### config.mk
export PLATFORM = sky130hd
export DESIGN_NAME = packet_header_classifier_unit
export DESIGN_NICKNAME = d
export VERILOG_FILES = /design/src/hw/rtl/phc_pkg.sv /design/src/hw/rtl/phc_parse.sv /design/src/hw/rtl/phc_classify.sv /design/src/hw/rtl/packet_header_classifier_unit.sv
export SDC_FILE = /design/constraint.sdc
export NUM_CORES = 1
export LEC_CHECK = 0
export ABC_AREA = 1
export BUFFER_PORTS_ARGS = -buffer_cell sky130_fd_sc_hd__buf_2
export CAP_MARGIN = 25
export CELL_PAD_IN_SITES_DETAIL_PLACEMENT = 1
export CELL_PAD_IN_SITES_GLOBAL_PLACEMENT = 2
export CORE_MARGIN = 3
export CORE_UTILIZATION = 35
export CTS_CLUSTER_SIZE = 24
export DETAILED_ROUTE_END_ITERATION = 16
export GPL_ROUTABILITY_DRIVEN = 1
export PLACE_DENSITY_LB_ADDON = 0.1
export SYNTH_ARGS = -nofsm -noshare
export SYNTH_HDL_FRONTEND = slang
export SYNTH_HIERARCHICAL = 1
export SYNTH_SLANG_ARGS = --single-unit
### constraint.sdc
create_clock -name clk -period 14.37 [get_ports clk]
set_clock_uncertainty 0.1 [all_clocks]
set_input_delay 2.1555 -clock clk [delete_from_list [all_inputs] [get_ports clk]]
set_output_delay 2.1555 -clock clk [all_outputs]
set_load 0.05 [all_outputs]
### src/hw/rtl/phc_pkg.sv
// Shared types, constants and helpers of the packet header classifier.
// No dependencies.
package phc_pkg;

  localparam int COUNTER_BITS_DEF = 32;
  localparam int OFFSET_BITS_DEF  = 16;

  localparam logic [1:0] LINK_ETH  = 2'd0;
  localparam logic [1:0] LINK_NULL = 2'd1;

  localparam logic [1:0] MODE_NONE = 2'd0;
  localparam logic [1:0] MODE_IPV4 = 2'd1;
  localparam logic [1:0] MODE_IPV6 = 2'd2;

  localparam logic       REG_LINK_TYPE = 1'b0;
  localparam logic       REG_CAPTURE   = 1'b1;

  localparam logic [7:0] PROTO_ICMP   = 8'd1;
  localparam logic [7:0] PROTO_TCP    = 8'd6;
  localparam logic [7:0] PROTO_UDP    = 8'd17;
  localparam logic [7:0] PROTO_ICMPV6 = 8'd58;

  localparam logic [3:0] CLS_TCP    = 4'd0;
  localparam logic [3:0] CLS_TLS    = 4'd1;
  localparam logic [3:0] CLS_HTTP   = 4'd2;
  localparam logic [3:0] CLS_UDP    = 4'd3;
  localparam logic [3:0] CLS_DNS    = 4'd4;
  localparam logic [3:0] CLS_SSDP   = 4'd5;
  localparam logic [3:0] CLS_DHCP   = 4'd6;
  localparam logic [3:0] CLS_ICMP   = 4'd7;
  localparam logic [3:0] CLS_ICMPV6 = 4'd8;
  localparam logic [3:0] CLS_ARP    = 4'd9;
  localparam logic [3:0] CLS_IPV6   = 4'd10;
  localparam logic [3:0] CLS_ETH    = 4'd11;
  localparam logic [3:0] CLS_IPV4   = 4'd12;

  localparam logic [31:0] KW_HTTP = 32'h48545450;
  localparam logic [31:0] KW_GET  = 32'h47455420;
  localparam logic [39:0] KW_POST = 40'h504F535420;
  localparam logic [39:0] KW_USER = 40'h5553455220;
  localparam logic [39:0] KW_PASS = 40'h5041535320;

  typedef struct packed {
    logic [1:0]  mode;
    logic        is_arp;
    logic        is_eth_other;
    logic [7:0]  l4;
    logic [15:0] sp;
    logic [15:0] dp;
    logic [5:0]  ihb;
    logic [5:0]  thb;
    logic [15:0] len;
    logic [6:0]  l4_start;
    logic        kw_seen;
    logic        early_valid;
    logic [15:0] early_start;
    logic [15:0] wire_len;
  } frame_t;

  function automatic logic [1:0] ip_mode(input logic [1:0] lt, input logic [15:0] ek);
    logic [1:0] m;
    m = MODE_NONE;
    if (lt == LINK_ETH) begin
      if (ek == 16'h0800) m = MODE_IPV4;
      else if (ek == 16'h86DD) m = MODE_IPV6;
    end else if (lt == LINK_NULL) begin
      if (ek[15:8] == 8'd2 || ek[15:8] == 8'd24 || ek[7:0] == 8'h08) m = MODE_IPV4;
    end
    return m;
  endfunction

endpackage

### src/hw/rtl/phc_parse.sv
// Per-byte header capture and keyword scan; hands a frame snapshot on the last byte.
// Depends on phc_pkg.
module phc_parse #(
  parameter int OFFSET_BITS = phc_pkg::OFFSET_BITS_DEF
) (
  input  logic                clk,
  input  logic                rst,
  input  logic [1:0]          link_type,
  input  logic                capture_enable,
  input  logic                in_fire,
  input  logic [7:0]          byte_value,
  input  logic                last_byte,
  input  logic [15:0]         wire_length,
  input  logic                snap_take,
  output logic                snap_valid,
  output phc_pkg::frame_t     snap
);

  localparam logic [OFFSET_BITS-1:0] OFF_MAX = '1;

  logic [OFFSET_BITS-1:0] byte_offset;
  logic [15:0] ether_kind, ip_length_field, port0, port1;
  logic [5:0]  ip_header_bytes, tcp_header_bytes;
  logic [7:0]  l4_protocol;
  logic [39:0] keyword_window;
  logic        keyword_seen, early_valid;
  logic [OFFSET_BITS-1:0] early_start;

  logic [15:0] ek_next, len_next, p0_next, p1_next;
  logic [5:0]  ihb_next, thb_next;
  logic [7:0]  l4_next;
  logic [39:0] win_next;
  logic        kw_next, ev_next;
  logic [OFFSET_BITS-1:0] es_next;
  logic [1:0]  mode;
  logic [16:0] oe, base, t, d, pend, start, thr;
  logic        take, hit4, hit5, hit;

  assign take = byte_offset != OFF_MAX;
  assign oe   = 17'(byte_offset);
  assign base = (link_type == phc_pkg::LINK_ETH) ? 17'd14 : 17'd4;

  always_comb begin
    ek_next = ether_kind;
    len_next = ip_length_field;
    ihb_next = ip_header_bytes;
    l4_next = l4_protocol;
    p0_next = port0;
    p1_next = port1;
    thb_next = tcp_header_bytes;
    win_next = keyword_window;
    kw_next = keyword_seen;
    ev_next = early_valid;
    es_next = early_start;
    hit4 = 1'b0;
    hit5 = 1'b0;
    hit = 1'b0;
    d = '0;
    start = '0;
    thr = '0;
    if (take) begin
      if (link_type == phc_pkg::LINK_ETH) begin
        if (oe == 17'd12) ek_next[15:8] = byte_value;
        if (oe == 17'd13) ek_next[7:0] = byte_value;
      end else if (link_type == phc_pkg::LINK_NULL) begin
        if (oe == 17'd0) ek_next[15:8] = byte_value;
        if (oe == 17'd2) ek_next[7:0] = byte_value;
      end
    end
    mode = phc_pkg::ip_mode(link_type, ek_next);
    if (take && mode == phc_pkg::MODE_IPV4) begin
      if (oe == base) ihb_next = {byte_value[3:0], 2'b00};
      if (oe == base + 17'd2) len_next[15:8] = byte_value;
      if (oe == base + 17'd3) len_next[7:0] = byte_value;
      if (oe == base + 17'd9) l4_next = byte_value;
    end else if (take && mode == phc_pkg::MODE_IPV6) begin
      if (oe == base + 17'd4) len_next[15:8] = byte_value;
      if (oe == base + 17'd5) len_next[7:0] = byte_value;
      if (oe == base + 17'd6) l4_next = byte_value;
    end
    t = (mode == phc_pkg::MODE_IPV6) ? base + 17'd40 : base + 17'(ihb_next);
    pend = (mode == phc_pkg::MODE_IPV6) ? base + 17'd40 + 17'(len_next)
                                         : base + 17'(len_next);
    if (take && mode != phc_pkg::MODE_NONE && oe >= t) begin
      d = oe - t;
      if (d == 17'd0) p0_next[15:8] = byte_value;
      if (d == 17'd1) p0_next[7:0] = byte_value;
      if (d == 17'd2) p1_next[15:8] = byte_value;
      if (d == 17'd3) p1_next[7:0] = byte_value;
      if (d == 17'd12) thb_next = {byte_value[7:4], 2'b00};
      win_next = {keyword_window[31:0], byte_value};
      hit4 = d >= 17'd3 && (win_next[31:0] == phc_pkg::KW_HTTP ||
                            win_next[31:0] == phc_pkg::KW_GET);
      hit5 = d >= 17'd4 && (win_next == phc_pkg::KW_POST ||
                            win_next == phc_pkg::KW_USER ||
                            win_next == phc_pkg::KW_PASS);
      hit = hit4 || hit5;
      start = hit5 ? oe - 17'd4 : oe - 17'd3;
      thr = t + 17'(thb_next);
      if (hit && oe < pend) begin
        if (d >= 17'd12) begin
          if (start >= thr) kw_next = 1'b1;
        end else begin
          ev_next = 1'b1;
          es_next = start[OFFSET_BITS-1:0];
        end
      end
    end
  end

  always_ff @(posedge clk) begin
    if (rst) begin
      byte_offset <= '0;
      ether_kind <= '0;
      ip_length_field <= '0;
      ip_header_bytes <= '0;
      l4_protocol <= '0;
      port0 <= '0;
      port1 <= '0;
      tcp_header_bytes <= '0;
      keyword_window <= '0;
      keyword_seen <= 1'b0;
      early_valid <= 1'b0;
      early_start <= '0;
      snap_valid <= 1'b0;
    end else begin
      if (in_fire && last_byte) snap_valid <= capture_enable;
      else if (snap_take) snap_valid <= 1'b0;
      if (in_fire) begin
        if (last_byte) begin
          byte_offset <= '0;
          ether_kind <= '0;
          ip_length_field <= '0;
          ip_header_bytes <= '0;
          l4_protocol <= '0;
          port0 <= '0;
          port1 <= '0;
          tcp_header_bytes <= '0;
          keyword_window <= '0;
          keyword_seen <= 1'b0;
          early_valid <= 1'b0;
          early_start <= '0;
        end else begin
          if (take) byte_offset <= byte_offset + 1'b1;
          ether_kind <= ek_next;
          ip_length_field <= len_next;
          ip_header_bytes <= ihb_next;
          l4_protocol <= l4_next;
          port0 <= p0_next;
          port1 <= p1_next;
          tcp_header_bytes <= thb_next;
          keyword_window <= win_next;
          keyword_seen <= kw_next;
          early_valid <= ev_next;
          early_start <= es_next;
        end
      end
    end
  end

  always_ff @(posedge clk) begin
    if (in_fire && last_byte) begin
      snap.mode <= mode;
      snap.is_arp <= link_type == phc_pkg::LINK_ETH && ek_next == 16'h0806;
      snap.is_eth_other <= link_type == phc_pkg::LINK_ETH && mode == phc_pkg::MODE_NONE;
      snap.l4 <= l4_next;
      snap.sp <= p0_next;
      snap.dp <= p1_next;
      snap.ihb <= ihb_next;
      snap.thb <= thb_next;
      snap.len <= len_next;
      snap.l4_start <= t[6:0];
      snap.kw_seen <= kw_next;
      snap.early_valid <= ev_next;
      snap.early_start <= 16'(es_next);
      snap.wire_len <= wire_length;
    end
  end

endmodule

### src/hw/rtl/phc_classify.sv
// Frame classification, running counters and the result register.
// Depends on phc_pkg.
module phc_classify #(
  parameter int COUNTER_BITS = phc_pkg::COUNTER_BITS_DEF
) (
  input  logic            clk,
  input  logic            rst,
  input  logic            snap_valid,
  input  phc_pkg::frame_t snap,
  output logic            snap_take,
  output logic            out_valid,
  input  logic            out_ready,
  output logic            stored,
  output logic [3:0]      protocol_class,
  output logic [15:0]     source_port,
  output logic [15:0]     destination_port,
  output logic            plaintext_flag,
  output logic [31:0]     tcp_count,
  output logic [31:0]     udp_count,
  output logic [31:0]     icmp_count,
  output logic [31:0]     arp_count,
  output logic [31:0]     misc_count,
  output logic [31:0]     packet_total,
  output logic [47:0]     byte_total
);

  logic [COUNTER_BITS-1:0] c_tcp, c_udp, c_icmp, c_arp, c_misc, c_total;
  logic [47:0] bytes;
  logic inc_tcp, inc_udp, inc_icmp, inc_arp, inc_misc, st, flag, l4_ports;
  logic [3:0] cls;
  logic ftp_tel, web, tls, scan, kw, paylen_pos;
  logic [16:0] thr;
  logic [17:0] hdr_sum;

  assign snap_take = snap_valid && (!out_valid || out_ready);

  always_comb begin
    inc_tcp = 1'b0;
    inc_udp = 1'b0;
    inc_icmp = 1'b0;
    inc_arp = 1'b0;
    inc_misc = 1'b0;
    st = 1'b0;
    flag = 1'b0;
    l4_ports = 1'b0;
    cls = phc_pkg::CLS_TCP;
    ftp_tel = snap.sp == 16'd21 || snap.dp == 16'd21 || snap.sp == 16'd23 ||
              snap.dp == 16'd23;
    web = snap.sp == 16'd80 || snap.dp == 16'd80;
    tls = snap.sp == 16'd443 || snap.dp == 16'd443;
    scan = ftp_tel || web;
    thr = 17'(snap.l4_start) + 17'(snap.thb);
    kw = snap.kw_seen || (snap.early_valid && 17'(snap.early_start) >= thr);
    hdr_sum = (snap.mode == phc_pkg::MODE_IPV6) ? 18'(snap.thb)
                                                 : 18'(snap.ihb) + 18'(snap.thb);
    paylen_pos = 18'(snap.len) > hdr_sum;
    if (snap.is_arp) begin
      inc_arp = 1'b1;
      st = 1'b1;
      cls = phc_pkg::CLS_ARP;
    end else if (snap.is_eth_other) begin
      inc_misc = 1'b1;
      st = 1'b1;
      cls = phc_pkg::CLS_ETH;
    end else if (snap.mode != phc_pkg::MODE_NONE) begin
      st = 1'b1;
      if (snap.l4 == phc_pkg::PROTO_TCP) begin
        inc_tcp = 1'b1;
        l4_ports = 1'b1;
        cls = tls ? phc_pkg::CLS_TLS : (web ? phc_pkg::CLS_HTTP : phc_pkg::CLS_TCP);
        flag = scan && paylen_pos && (ftp_tel || kw);
      end else if (snap.l4 == phc_pkg::PROTO_UDP) begin
        inc_udp = 1'b1;
        l4_ports = 1'b1;
        if (snap.sp == 16'd53 || snap.dp == 16'd53) cls = phc_pkg::CLS_DNS;
        else if (snap.sp == 16'd1900 || snap.dp == 16'd1900) cls = phc_pkg::CLS_SSDP;
        else if (snap.mode == phc_pkg::MODE_IPV4 &&
                 (snap.sp == 16'd67 || snap.sp == 16'd68 ||
                  snap.dp == 16'd67 || snap.dp == 16'd68)) cls = phc_pkg::CLS_DHCP;
        else cls = phc_pkg::CLS_UDP;
      end else if (snap.mode == phc_pkg::MODE_IPV6 && snap.l4 == phc_pkg::PROTO_ICMPV6) begin
        inc_icmp = 1'b1;
        cls = phc_pkg::CLS_ICMPV6;
      end else if (snap.mode == phc_pkg::MODE_IPV4 && snap.l4 == phc_pkg::PROTO_ICMP) begin
        inc_icmp = 1'b1;
        cls = phc_pkg::CLS_ICMP;
      end else begin
        inc_misc = 1'b1;
        cls = (snap.mode == phc_pkg::MODE_IPV6) ? phc_pkg::CLS_IPV6 : phc_pkg::CLS_IPV4;
      end
    end
  end

  always_ff @(posedge clk) begin
    if (rst) begin
      c_tcp <= '0;
      c_udp <= '0;
      c_icmp <= '0;
      c_arp <= '0;
      c_misc <= '0;
      c_total <= '0;
      bytes <= '0;
      out_valid <= 1'b0;
    end else begin
      if (snap_take) out_valid <= 1'b1;
      else if (out_ready) out_valid <= 1'b0;
      if (snap_take) begin
        bytes <= bytes + 48'(snap.wire_len);
        if (inc_tcp) c_tcp <= c_tcp + 1'b1;
        if (inc_udp) c_udp <= c_udp + 1'b1;
        if (inc_icmp) c_icmp <= c_icmp + 1'b1;
        if (inc_arp) c_arp <= c_arp + 1'b1;
        if (inc_misc) c_misc <= c_misc + 1'b1;
        if (st) c_total <= c_total + 1'b1;
      end
    end
  end

  always_ff @(posedge clk) begin
    if (snap_take) begin
      stored <= st;
      protocol_class <= st ? cls : phc_pkg::CLS_TCP;
      source_port <= l4_ports ? snap.sp : 16'd0;
      destination_port <= l4_ports ? snap.dp : 16'd0;
      plaintext_flag <= flag;
    end
  end

  assign tcp_count = 32'(c_tcp);
  assign udp_count = 32'(c_udp);
  assign icmp_count = 32'(c_icmp);
  assign arp_count = 32'(c_arp);
  assign misc_count = 32'(c_misc);
  assign packet_total = 32'(c_total);
  assign byte_total = bytes;

endmodule

### src/hw/rtl/packet_header_classifier_unit.sv
// Packet header classifier: takes one frame byte per cycle (s_tvalid && s_tready) and
// reports one result per frame on the last byte while capture is on. The byte path is
// one register stage and classification a second: the last byte loads the frame snapshot
// and the result register then loads from it once any earlier result has been taken. With
// m_tready high a new byte is taken every cycle, including the first byte of the next
// frame. s_tready drops only while a finished frame waits behind a result that m_tready
// holds off. Counters and the byte total are cleared only by reset.
// Write link_type and capture_enable only while no frame is in flight.
module packet_header_classifier_unit #(
  parameter int COUNTER_BITS = phc_pkg::COUNTER_BITS_DEF,
  parameter int OFFSET_BITS  = phc_pkg::OFFSET_BITS_DEF
) (
  input  logic         clk,
  input  logic         rst,
  input  logic         cfg_we,
  input  logic         cfg_index,
  input  logic [1:0]   cfg_data,
  input  logic         s_tvalid,
  output logic         s_tready,
  input  logic [23:0]  s_tdata,   // byte_value[7:0], wire_length[23:8]
  input  logic         s_tlast,   // last_byte
  output logic         m_tvalid,
  input  logic         m_tready,
  output logic [279:0] m_tdata,   // source_port, destination_port, plaintext_flag,
                                  // tcp, udp, icmp, arp, misc counts, packet_total,
                                  // byte_total[272:225], zero pad
  output logic [4:0]   m_tuser    // stored[0], protocol_class[4:1]
);

  logic [1:0] link_type;
  logic       capture_enable;
  logic       snap_valid, snap_take, in_fire;
  phc_pkg::frame_t snap;
  logic        stored, plaintext_flag;
  logic [3:0]  protocol_class;
  logic [15:0] source_port, destination_port;
  logic [31:0] tcp_count, udp_count, icmp_count, arp_count, misc_count, packet_total;
  logic [47:0] byte_total;

  always_ff @(posedge clk) begin
    if (rst) begin
      link_type <= phc_pkg::LINK_ETH;
      capture_enable <= 1'b0;
    end else if (cfg_we) begin
      case (cfg_index)
        phc_pkg::REG_LINK_TYPE: link_type <= cfg_data;
        phc_pkg::REG_CAPTURE:   capture_enable <= cfg_data[0];
        default: ;
      endcase
    end
  end

  assign s_tready = !snap_valid || snap_take;
  assign in_fire = s_tvalid && s_tready;

  phc_parse #(.OFFSET_BITS(OFFSET_BITS)) u_parse (
    .clk(clk), .rst(rst), .link_type(link_type), .capture_enable(capture_enable),
    .in_fire(in_fire), .byte_value(s_tdata[7:0]), .last_byte(s_tlast),
    .wire_length(s_tdata[23:8]), .snap_take(snap_take), .snap_valid(snap_valid),
    .snap(snap)
  );

  phc_classify #(.COUNTER_BITS(COUNTER_BITS)) u_classify (
    .clk(clk), .rst(rst), .snap_valid(snap_valid), .snap(snap), .snap_take(snap_take),
    .out_valid(m_tvalid), .out_ready(m_tready), .stored(stored),
    .protocol_class(protocol_class), .source_port(source_port),
    .destination_port(destination_port), .plaintext_flag(plaintext_flag),
    .tcp_count(tcp_count), .udp_count(udp_count), .icmp_count(icmp_count),
    .arp_count(arp_count), .misc_count(misc_count), .packet_total(packet_total),
    .byte_total(byte_total)
  );

  assign m_tdata = {7'd0, byte_total, packet_total, misc_count, arp_count, icmp_count,
                    udp_count, tcp_count, plaintext_flag, destination_port, source_port};
  assign m_tuser = {protocol_class, stored};

endmodule

* Word-level counts from Yosys, hierarchy flattened *
Cells that the tools add are included.

storage, ports and cells
  input bits = 33
  output and inout port bits = 287
  bits in registers = 546

operators by class
  add/subtract/negate cells = 24
  reductions and logical operators = 64
  order comparisons = 8
  equality and inequality tests = 51
  bitwise gates (word level) = 4
  muxes and demuxes = 110

operators by type and width
  cell                                             count
  2-to-1 mux 16 bit                                17
  adder 32 x 1 -> 32 bit, second input constant    6
  2-to-1 mux 8 bit                                 17
  == test 40 x 39 -> 1 bit, second input constant  3
  == test 16 x 17 -> 1 bit                         7
  == test 16 x 7 -> 1 bit, second input constant   6
  == test 16 x 5 -> 1 bit, second input constant   4
  == test 32 x 31 -> 1 bit, second input constant  2
  2-to-1 mux 32 bit                                2
  adder 17 x 3 -> 17 bit, second input constant    3
  2-to-1 mux 17 bit                                3
  adder 48 x 16 -> 48 bit                          1
  2-to-1 mux 1 bit                                 45
  2-to-1 mux 4 bit                                 11
  2-to-1 mux 6 bit                                 7
  adder 17 x 16 -> 17 bit                          2
  adder 17 x 2 -> 17 bit, second input constant    2
  adder 17 x 6 -> 17 bit                           2
  == test 17 x 2 -> 1 bit, second input constant   2
  greater-or-equal comparator 16 x 17 -> 1 bit     2
  zero test 17 bit                                 2
  == test 16 x 11 -> 1 bit, second input constant  2
  == test 16 x 12 -> 1 bit, second input constant  2
  == test 16 x 4 -> 1 bit, second input constant   2
  other kinds (41)                                 109

* Logic depth before layout (Yosys ltp) *
Gate-level depths: netlist of run 1.

  depth after elaboration = 27
  gate-level depth with buffers = 69

* By module *
Netlist of run 1, hierarchy kept.

modules (own cells, without submodules)
  module                         cells an instance  times used  area an instance (um^2)
  phc_classify                   2751               1           17722.0
  phc_parse                      2016               1           15097.0
  packet_header_classifier_unit  34                 1           221.5

* Least setup slack after synthesis of run 1 *
OpenSTA, ideal clock, no wires.

  path type = input to register
  start = in s_tdata[7]
  end = reg, netlist name u_parse/snap[33]
  data arrival time = 8.587 ns
  slack = 5.429 ns
  buffers on the path = 3
  data required time = 14.017 ns
  setup time = 0.253 ns
  stages on the path = 54
  cell sequence = clkbuf_1 > inv_1 > nand4_1 > nand2_1 > nand2_1 > nor2_1 > nand2_1 > nand2_1 > nor2_4 > nor2_8 > nand3_4 > clkbuf_1 > clkbuf_1 > nor2_1 > o21ai_0 > inv_1 > ha_1 > nand2_1 > [18 not listed] > ha_1 > fa_1 > nand3_1 > nand2_1 > a21oi_1 > nand2_1 > nand2_1 > xor2_1 > ha_1 > a21oi_1 > o21ai_0 > a21o_1 > nor2_1 > nand2_1 > nor2_1 > nand3_1 > nand2_1 > nand2_1

between the ends
  longest elaborated chain between the ends = 25

ends and longest elaborated chain
  element                                                           line                                 text
  from (decl)                                                       packet_header_classifier_unit.sv:20  input logic [23:0] s_tdata,
  2-to-1 mux 8 bit                                                  phc_parse.sv:66                      if (oe == 17'd0) ek_next[15:8] = byte_value;
  2-to-1 mux 16 bit                                                 phc_parse.sv:65                      end else if (link_type == phc_pkg::LINK_NULL) begin
  2-to-1 mux 16 bit (*)                                             phc_parse.sv:62                      if (link_type == phc_pkg::LINK_ETH) begin
  2-to-1 mux 16 bit (*)                                             phc_parse.sv:61                      if (take) begin
  == test 8 x 2 -> 1 bit or == test 8 x 5 -> 1 bit (tied branches)  phc_pkg.sv:67                        if (ek[15:8] == 8'd2 || ek[15:8] == 8'd24 || ek[7:0] == 8'h08) m = MODE_IPV4;
  logical OR 1 bit (2 in a row)                                     phc_pkg.sv:67
  2-to-1 mux 1 bit                                                  phc_pkg.sv:67
  2-to-1 mux 2 bit                                                  phc_pkg.sv:66                        end else if (lt == LINK_NULL) begin
  [4 not listed]                                                    -
  via u_parse.ihb_next[3]                                           phc_parse.sv:30                      logic [5:0] ihb_next, thb_next;
  [2 not listed]                                                    -
  via u_parse.t[6]                                                  phc_parse.sv:36                      logic [16:0] oe, base, t, d, pend, start, thr;
  [3 not listed]                                                    -
  2-to-1 mux 6 bit                                                  phc_parse.sv:84                      if (take && mode != phc_pkg::MODE_NONE && oe >= t) begin
  adder 17 x 6 -> 17 bit                                            phc_parse.sv:99                      thr = t + 17'(thb_next);
  greater-or-equal comparator 17 bit                                phc_parse.sv:102                     if (start >= thr) kw_next = 1'b1;
  2-to-1 mux 1 bit                                                  phc_parse.sv:102
  2-to-1 mux 1 bit                                                  phc_parse.sv:101                     if (d >= 17'd12) begin
  2-to-1 mux 1 bit                                                  phc_parse.sv:100                     if (hit && oe < pend) begin
  2-to-1 mux 1 bit (*)                                              phc_parse.sv:84
  via u_parse.kw_next                                               phc_parse.sv:33                      logic kw_next, ev_next;

The timed path passes the listed nets; every way through them passes the cells marked *. The select of a mux whose other input is x is not followed.
A chain may end at the register's enable or synchronous reset.

* Final worst setup path of run 1 *
  start = reg u_parse.byte_offset[2]
  end = reg, netlist name u_parse/snap[33]

between the ends
  longest elaborated chain between the ends = 26

ends and longest elaborated chain
  element                                                           line              text
  from (decl)                                                       phc_parse.sv:21   logic [OFFSET_BITS-1:0] byte_offset;
  from (signal assigned)                                            phc_parse.sv:144  if (take) byte_offset <= byte_offset + 1'b1;
  zero test 17 bit                                                  phc_parse.sv:66
  2-to-1 mux 8 bit                                                  phc_parse.sv:66
  2-to-1 mux 16 bit                                                 phc_parse.sv:65
  2-to-1 mux 16 bit                                                 phc_parse.sv:62
  2-to-1 mux 16 bit                                                 phc_parse.sv:61
  == test 8 x 2 -> 1 bit or == test 8 x 5 -> 1 bit (tied branches)  phc_pkg.sv:67
  logical OR 1 bit (2 in a row)                                     phc_pkg.sv:67
  2-to-1 mux 1 bit                                                  phc_pkg.sv:67
  [5 not listed]                                                    -
  via u_parse.ihb_next[3]                                           phc_parse.sv:30
  [2 not listed]                                                    -
  via u_parse.t[6]                                                  phc_parse.sv:36
  [3 not listed]                                                    -
  2-to-1 mux 6 bit                                                  phc_parse.sv:84
  adder 17 x 6 -> 17 bit                                            phc_parse.sv:99
  greater-or-equal comparator 17 bit                                phc_parse.sv:102
  2-to-1 mux 1 bit                                                  phc_parse.sv:102
  2-to-1 mux 1 bit                                                  phc_parse.sv:101
  2-to-1 mux 1 bit                                                  phc_parse.sv:100
  2-to-1 mux 1 bit (*)                                              phc_parse.sv:84
  via u_parse.kw_next                                               phc_parse.sv:33

Marks and branches as above.

==> results of run 1 <==
## layer usage
| metal | part of all wire [%] | wire length, um |
|---|---|---|
| met3 | 4.0 | 4840 |
| met4 | 2.6 | 3150 |
| met2 | 48 | 57600 |
| met1 | 46 | 55500 |
| met5 | 0 | 0 |
## Yosys cell counts (30+ instances only)
library cell  count  area [sq um]
xnor2_1          33           289
nor2_1          534          2000
nand2_1        1387          5210
nor3_1          137           686
inv_1           535          2010
clkbuf_1         89           334
buf_2            38           190
nand3_1         266          1330
nand4_1         126           788
o21ai_0         142           711
o211ai_1         32           240
inv_2            30           113
edfxtp_1        151          4530
ha_1             98          1230
dfxtp_1         395          7910
a21oi_1         374          1870
xor2_1          119          1040
## worst max-delay path: cells and delay by family (launching register included)
family                   cells  cell delay (ns)
AO/OA/AOI/OAI                8             1.04
adder cells (fa/ha/maj)      5             1.48
buffers and inverters        5             0.63
flip-flops                   1             0.68
AND/OR/NAND/NOR             39             5.65
## area by class of cell
class / instances / area [sq um] / area share, %
multi-input cells: 3528 / 17700 / 46.6
flip-flops and latches: 546 / 12400 / 32.8
inverters: 571 / 2150 / 5.67
clock buffers: 99 / 1910 / 5.03
repair buffers: 333 / 1750 / 4.61
well taps: 1254 / 1570 / 4.14
clock inverters: 25 / 427 / 1.12
## state kept, by name (all words and copies together), names as in the netlist, 32 cells and up
register,cells
u_parse/snap,113
u_classify/byte_total,48
u_classify/udp_count,32
u_classify/tcp_count,32
u_parse/keyword_window,32
u_classify/arp_count,32
u_classify/icmp_count,32
u_classify/packet_total,32
u_classify/misc_count,32
## power by group
| group | leakage, nW | internal [W] | switching, W |
|---|---|---|---|
| Sequential | 4.57 | 0.00160 | 0.0000163 |
| Combinational | 10.1 | 0.0000754 | 0.000215 |
| Clock | 1.12 | 0.00107 | 0.000748 |
## cell usage in the layout, fill, tap and decap left out, types with 25 or more instances in the layout
cell type,n
nor4_1,25
nor2_1,531
inv_1,533
nand3_1,266
clkbuf_16,69
edfxtp_1,151
nand4_1,126
ha_1,98
o211ai_1,32
nand3b_1,28
nor3_1,137
buf_2,311
a21oi_1,374
inv_2,30
o21ai_0,142
xor2_1,119
xnor2_1,33
nand2_1,1387
dfxtp_1,395
## through the flow
stage,util [%],total power (W)
2_1_floorplan,-,0.00185
3_3_place_gp,38.1,0.00194
3_5_place_dp,38.1,0.00194
4_1_cts,40.6,0.00379
5_1_grt,40.6,0.00388
6_report,40.6,0.00372
## cells by family after synthesis
group                      Yosys count
buffers and inverters              733
adders and majority gates          103
and+or+nand+nor                   2635
muxes                                9
DFF                                546
xor gates and xnor gates           152
other                                1
AOI/OAI and AO/OA                  622
## worst min path at each step
stage,from,endpoint,slack (ns)
3_5_place_dp,u_parse/ip_header_bytes[1],u_parse/ip_header_bytes[1],0.35
6_report,u_parse/keyword_window[28],u_parse/keyword_window[28],0.36
2_1_floorplan,u_parse/ip_header_bytes[1],u_parse/ip_header_bytes[1],0.32
4_1_cts,u_parse/ip_header_bytes[1],u_parse/ip_header_bytes[1],0.36
5_1_grt,u_parse/keyword_window[27],u_parse/keyword_window[27],0.38
3_3_place_gp,u_parse/keyword_window[28],u_parse/keyword_window[28],0.35
==> flow_summary_export.csv, run 1 <==
group,metric,value,unit
status,status,"complete, no violations",
setup_path,crit_path_end,"u_parse/snap[33]",
floorplan,coreArea,0.0935,sq mm
timing,relSlewSlack,37.7,%
job,max_cap_violations,0,
clock_tree,clk_path_buf_depth,3,
clock_tree,hold_buffers,0,
clock_tree,clock_sinks,546,
synthesis,synth-xor-area-share,4.03,%
routing,wl,121,mm
setup_path,max_stage_delay,0.68,ns
cells_and_area,fillCellCount,11900,
clock_tree,cts.clk_slew.worst_paths,0.06,ns
hold_path,whs_path_depth,2,
synthesis,synth_compound_area_share,10.2,%
hold_path,hold_path.class,"flip-flop to flip-flop",
routing,vias_per_cell,5.05,
global_route,grt_pass1_wl,188,mm
setup_path,r2r-end,"u_parse/snap[33]",
floorplan,rows,112,
clock_tree,cts-htree-levels,3,
clock_tree,cts_resized,0,
routing,via_count,32100,
routing,drc,0,
setup_path,cp.arrival,10.18,ns
synthesis,yosysWarningCount,6,
global_route,gr-usage-met2,41.6,%
global_route,grt_most_used_layer,"met2",
global_route,grt_pass1_vias,32000,
floorplan,initial_core_util,35.3,%
setup_path,cp-startpoint,"u_parse/byte_offset[2]",
setup_path,r2r-start,"u_parse/byte_offset[2]",
routing,wl_per_cell,19.1,um
routing,drtAntennaViolNets,0,
power,ir_drop,0.0000738,V
timing,hold_viol_final,0,
cells_and_area,layout-drive-gt1-share,11.3,%
placement,placed_cell_area,0.0356,sq mm
global_route,grt_max_degree,95,
synthesis,synth-edff-count,151,
setup_path,worst_setup_path_end_kind,"flip-flop",
global_route,met3_usage,3.34,%
placement,hpwlAfterDp,92.5,mm
floorplan,die_area,0.0981,sq mm
global_route,antenna_found_initial,4,
clock_tree,root_buffer,"clkbuf_16",
cells_and_area,syn_to_final_growth,14.8,%
timing,timing.final.crit_period,9.88,ns
placement,place_ws,4.00,ns
setup_path,reg2reg_depth,57,
synthesis,synthCells,4801,
synthesis,synthFlopType,"dfxtp_1",
placement,routabilityCongestion,0.872,
global_route,overflow,0,
cells_and_area,nets,5185,
cells_and_area,layout.cells.non_filler,6356,
placement,place.port_buffers,312,
setup_path,regToRegSetupSlack,4.49,ns
global_route,grtUsageMet1,32.0,%
clock_tree,post_cts_buffers,0,
floorplan,die_x,313,um
synthesis,ys_seq_area_share,37.7,%
timing,rsz0062_at_grt,"false",
synthesis,synthDistinctLibCells,65,
clock_tree,numCtsBuffers,69,
synthesis,synth_mux_area_share,0.273,%
floorplan,die_h,313,um
setup_path,timing_worst_setup_path_type,"flip-flop to flip-flop",
routing,drt_pass1_iterations,5,
clock_tree,cts_tree,"yes",
synthesis,netlist_area,0.0330,sq mm
cells_and_area,final_area,0.0379,sq mm
setup_path,critPathSlowestCell,"dfxtp_1",
timing,period_share,68.8,%
clock_tree,clk_latency,0.65,ns
synthesis,synth_top_family_by_area,"simple AND/OR/NAND/NOR gates",
timing,tightest_slew,0.931,ns
synthesis,synthAdderAreaFrac,4.01,%
timing,fmax,101,MHz
synthesis,ys_ff_latch,546,
power,pwr_density_cell,98.1,mW/mm^2
timing,holdWs,0.357,ns
setup_path,cp.required,14.67,ns
cells_and_area,diodes,0,
placement,place_inst,6232,
timing,slew_viol_final,0,
routing,drt_iter0_drc,1845,
timing,setup_viol,0,
synthesis,async_reset_ff_share,0,%
timing,setup_slack,4.49,ns
floorplan,ioPinCount,320,
power,leakage,15.8,nW
setup_path,startpoint_type,"flip-flop",
setup_path,cp_max_fo,41,
synthesis,synthSimpleGateAreaFrac,34.9,%
synthesis,avgSynthCellArea,6.88,sq um
setup_path,crit_top_cell,"nand2_1",
global_route,grtUsageTotal,24.2,%
timing,fin_tns_setup,0,ns
Power figures use the tool's default switching activity.
==> run 2, diff against run 1 <==
--- a/config.mk
+++ b/config.mk
@@ -11,7 +11,7 @@
 export CELL_PAD_IN_SITES_DETAIL_PLACEMENT = 1
 export CELL_PAD_IN_SITES_GLOBAL_PLACEMENT = 2
 export CORE_MARGIN = 3
-export CORE_UTILIZATION = 35
+export CORE_UTILIZATION = 31
 export CTS_CLUSTER_SIZE = 24
 export DETAILED_ROUTE_END_ITERATION = 16
 export GPL_ROUTABILITY_DRIVEN = 1
==> constraint.sdc (replaced) <==
create_clock -name clk -period 9 [get_ports clk]
set_clock_uncertainty 0.1 [all_clocks]
set_input_delay 1.35 -clock clk [delete_from_list [all_inputs] [get_ports clk]]
set_output_delay 1.35 -clock clk [all_outputs]
set_load 0.05 [all_outputs]
==> flow_summary_export.csv, run 2 (synthesized netlist as in run 1, its figures left out) <==
group,metric,value,unit
status,status,"complete, no violations",
cells_and_area,layout.cells.non_filler,6543,
timing,fin_tns_setup,0,ns
clock_tree,clk_latency,0.65,ns
clock_tree,cts-htree-levels,3,
routing,wl,125,mm
cells_and_area,syn_to_final_growth,16.6,%
routing,drc,0,
setup_path,worst_setup_path_end_kind,"flip-flop",
setup_path,timing_worst_setup_path_type,"flip-flop to flip-flop",
routing,via_count,32100,
timing,relSlewSlack,30.8,%
setup_path,cp.required,9.29,ns
setup_path,crit_top_cell,"nand2_1",
global_route,grt_pass1_wl,194,mm
floorplan,coreArea,0.106,sq mm
power,power.total,0.00594,W
setup_path,critical_path_buf_inv_count,7,
floorplan,die_h,332,um
cells_and_area,layout_commonest_cell,"nand2_1",
setup_path,cp.arrival,8.49,ns
clock_tree,cts_tree,"yes",
routing,drtAntennaViolNets,0,
timing,hold_viol_final,0,
setup_path,cp_max_fo,12,
floorplan,initial_core_util,31.3,%
global_route,antenna_found_initial,2,
global_route,overflow,0,
timing,timing.final.crit_period,8.20,ns
hold_path,min_from,"u_parse/ip_header_bytes[1]",
timing,slew_viol_final,0,
power,ir_drop,0.000127,V
global_route,grt_pass1_vias,32700,
cells_and_area,nets,5231,
floorplan,die_area,0.111,sq mm
floorplan,rows,119,
power,leakage,16.0,nW
timing,setup_slack,0.802,ns
routing,drt_iter0_drc,1480,
timing,tightest_slew,1.03,ns
setup_path,startpoint_type,"flip-flop",
floorplan,die_x,332,um
cells_and_area,largest_reg_flops,113,
placement,place_ws,0.336,ns
setup_path,max_stage_delay,0.41,ns
clock_tree,cts.clk_slew.worst_paths,0.06,ns
placement,routabilityCongestion,0.855,
setup_path,cp-startpoint,"u_parse/byte_offset[2]",
setup_path,r2r-start,"u_parse/byte_offset[2]",
hold_path,hold_path.class,"flip-flop to flip-flop",
setup_path,critical-path-top-delay-family,"simple AND/OR/NAND/NOR gates",
timing,setup_viol,0,
power,pwr_density_cell,154,mW/mm^2
timing,period_share,91.1,%
global_route,grt_max_degree,71,
timing,holdWs,0.344,ns
clock_tree,numCtsBuffers,71,
timing,fmax,122,MHz
floorplan,ioPinCount,320,
clock_tree,root_buffer,"clkbuf_16",
clock_tree,clk_path_buf_depth,3,
placement,place_inst,6402,
cells_and_area,layout-drive-gt1-share,12.6,%
routing,drt_pass1_iterations,5,
routing,vias_per_cell,4.91,
routing,wl_per_cell,19.0,um
clock_tree,clock_sinks,546,
placement,hpwlAfterDp,95.4,mm
global_route,grtUsageTotal,22.1,%
placement,place.port_buffers,312,
job,max_cap_violations,0,
cells_and_area,layout_common_cells,"nand2_1, inv_1, nor2_1",
setup_path,critPathSlowestCell,"fa_1",
cells_and_area,top_register,"u_parse/snap",
## run 2: timing repair
item | in CTS | in global routing
hold buffers | 0 | 0
gates resized for setup | 0 | 24
setup endpoints to repair | 0 | 35
setup buffers | 0 | 9
## run 2: where the power goes
group / leakage (nW) / switching, W / internal, W / total, W
registers: 4.57 / 0.0000233 / 0.00256 / 0.00258
logic: 10.3 / 0.000353 / 0.000130 / 0.000483
clock network: 1.15 / 0.00121 / 0.00167 / 0.00288
total: 16.0 / 0.00158 / 0.00436 / 0.00594
## run 2: layout make-up
| class | count | area, sq um |
|---|---|---|
| Clock inverter | 35 | 388 |
| Multi-Input combinational cell | 3530 | 17800 |
| Timing Repair Buffer | 375 | 2060 |
| Tap cell | 1391 | 1740 |
| Inverter | 571 | 2150 |
| Clock buffer | 94 | 1960 |
| Antenna cell | 1 | 2.50 |
| Sequential cell | 546 | 12400 |
| Fill cell | 13400 | 67000 |
## run 2: tightest hold or removal path, stage by stage, from the launching register on
cell,delay (ns)
dfxtp_1,0.31
nand2_1,0.06
nor2_1,0.04
## run 2: worst paths after layout
path | cells after the start | slack, ns | end
hold / removal | 2 | 0.34 | u_parse/ip_header_bytes[1]
hold reg to reg | 2 | 0.34 | u_parse/ip_header_bytes[1]
setup reg to reg | 59 | 0.80 | u_parse/snap[33]
setup / recovery | 59 | 0.80 | u_parse/snap[33]
## run 2: through the flow
| stage | instance area, sq um | utilization, % |
|---|---|---|
| 2_1_floorplan | 33100 | - |
| 3_3_place_gp | 36000 | 34.1 |
| 3_5_place_dp | 36000 | 34.1 |
| 4_1_cts | 38400 | 36.3 |
| 5_1_grt | 38500 | 36.5 |
| 6_report | 38500 | 36.5 |
## run 2: metal layers
layer | global-route usage, % | share of wire, %
met5 | 0 | 0
met1 | 29.0 | 47
met3 | 3.06 | 3.3
met2 | 37.3 | 47
met4 | 7.43 | 3.4
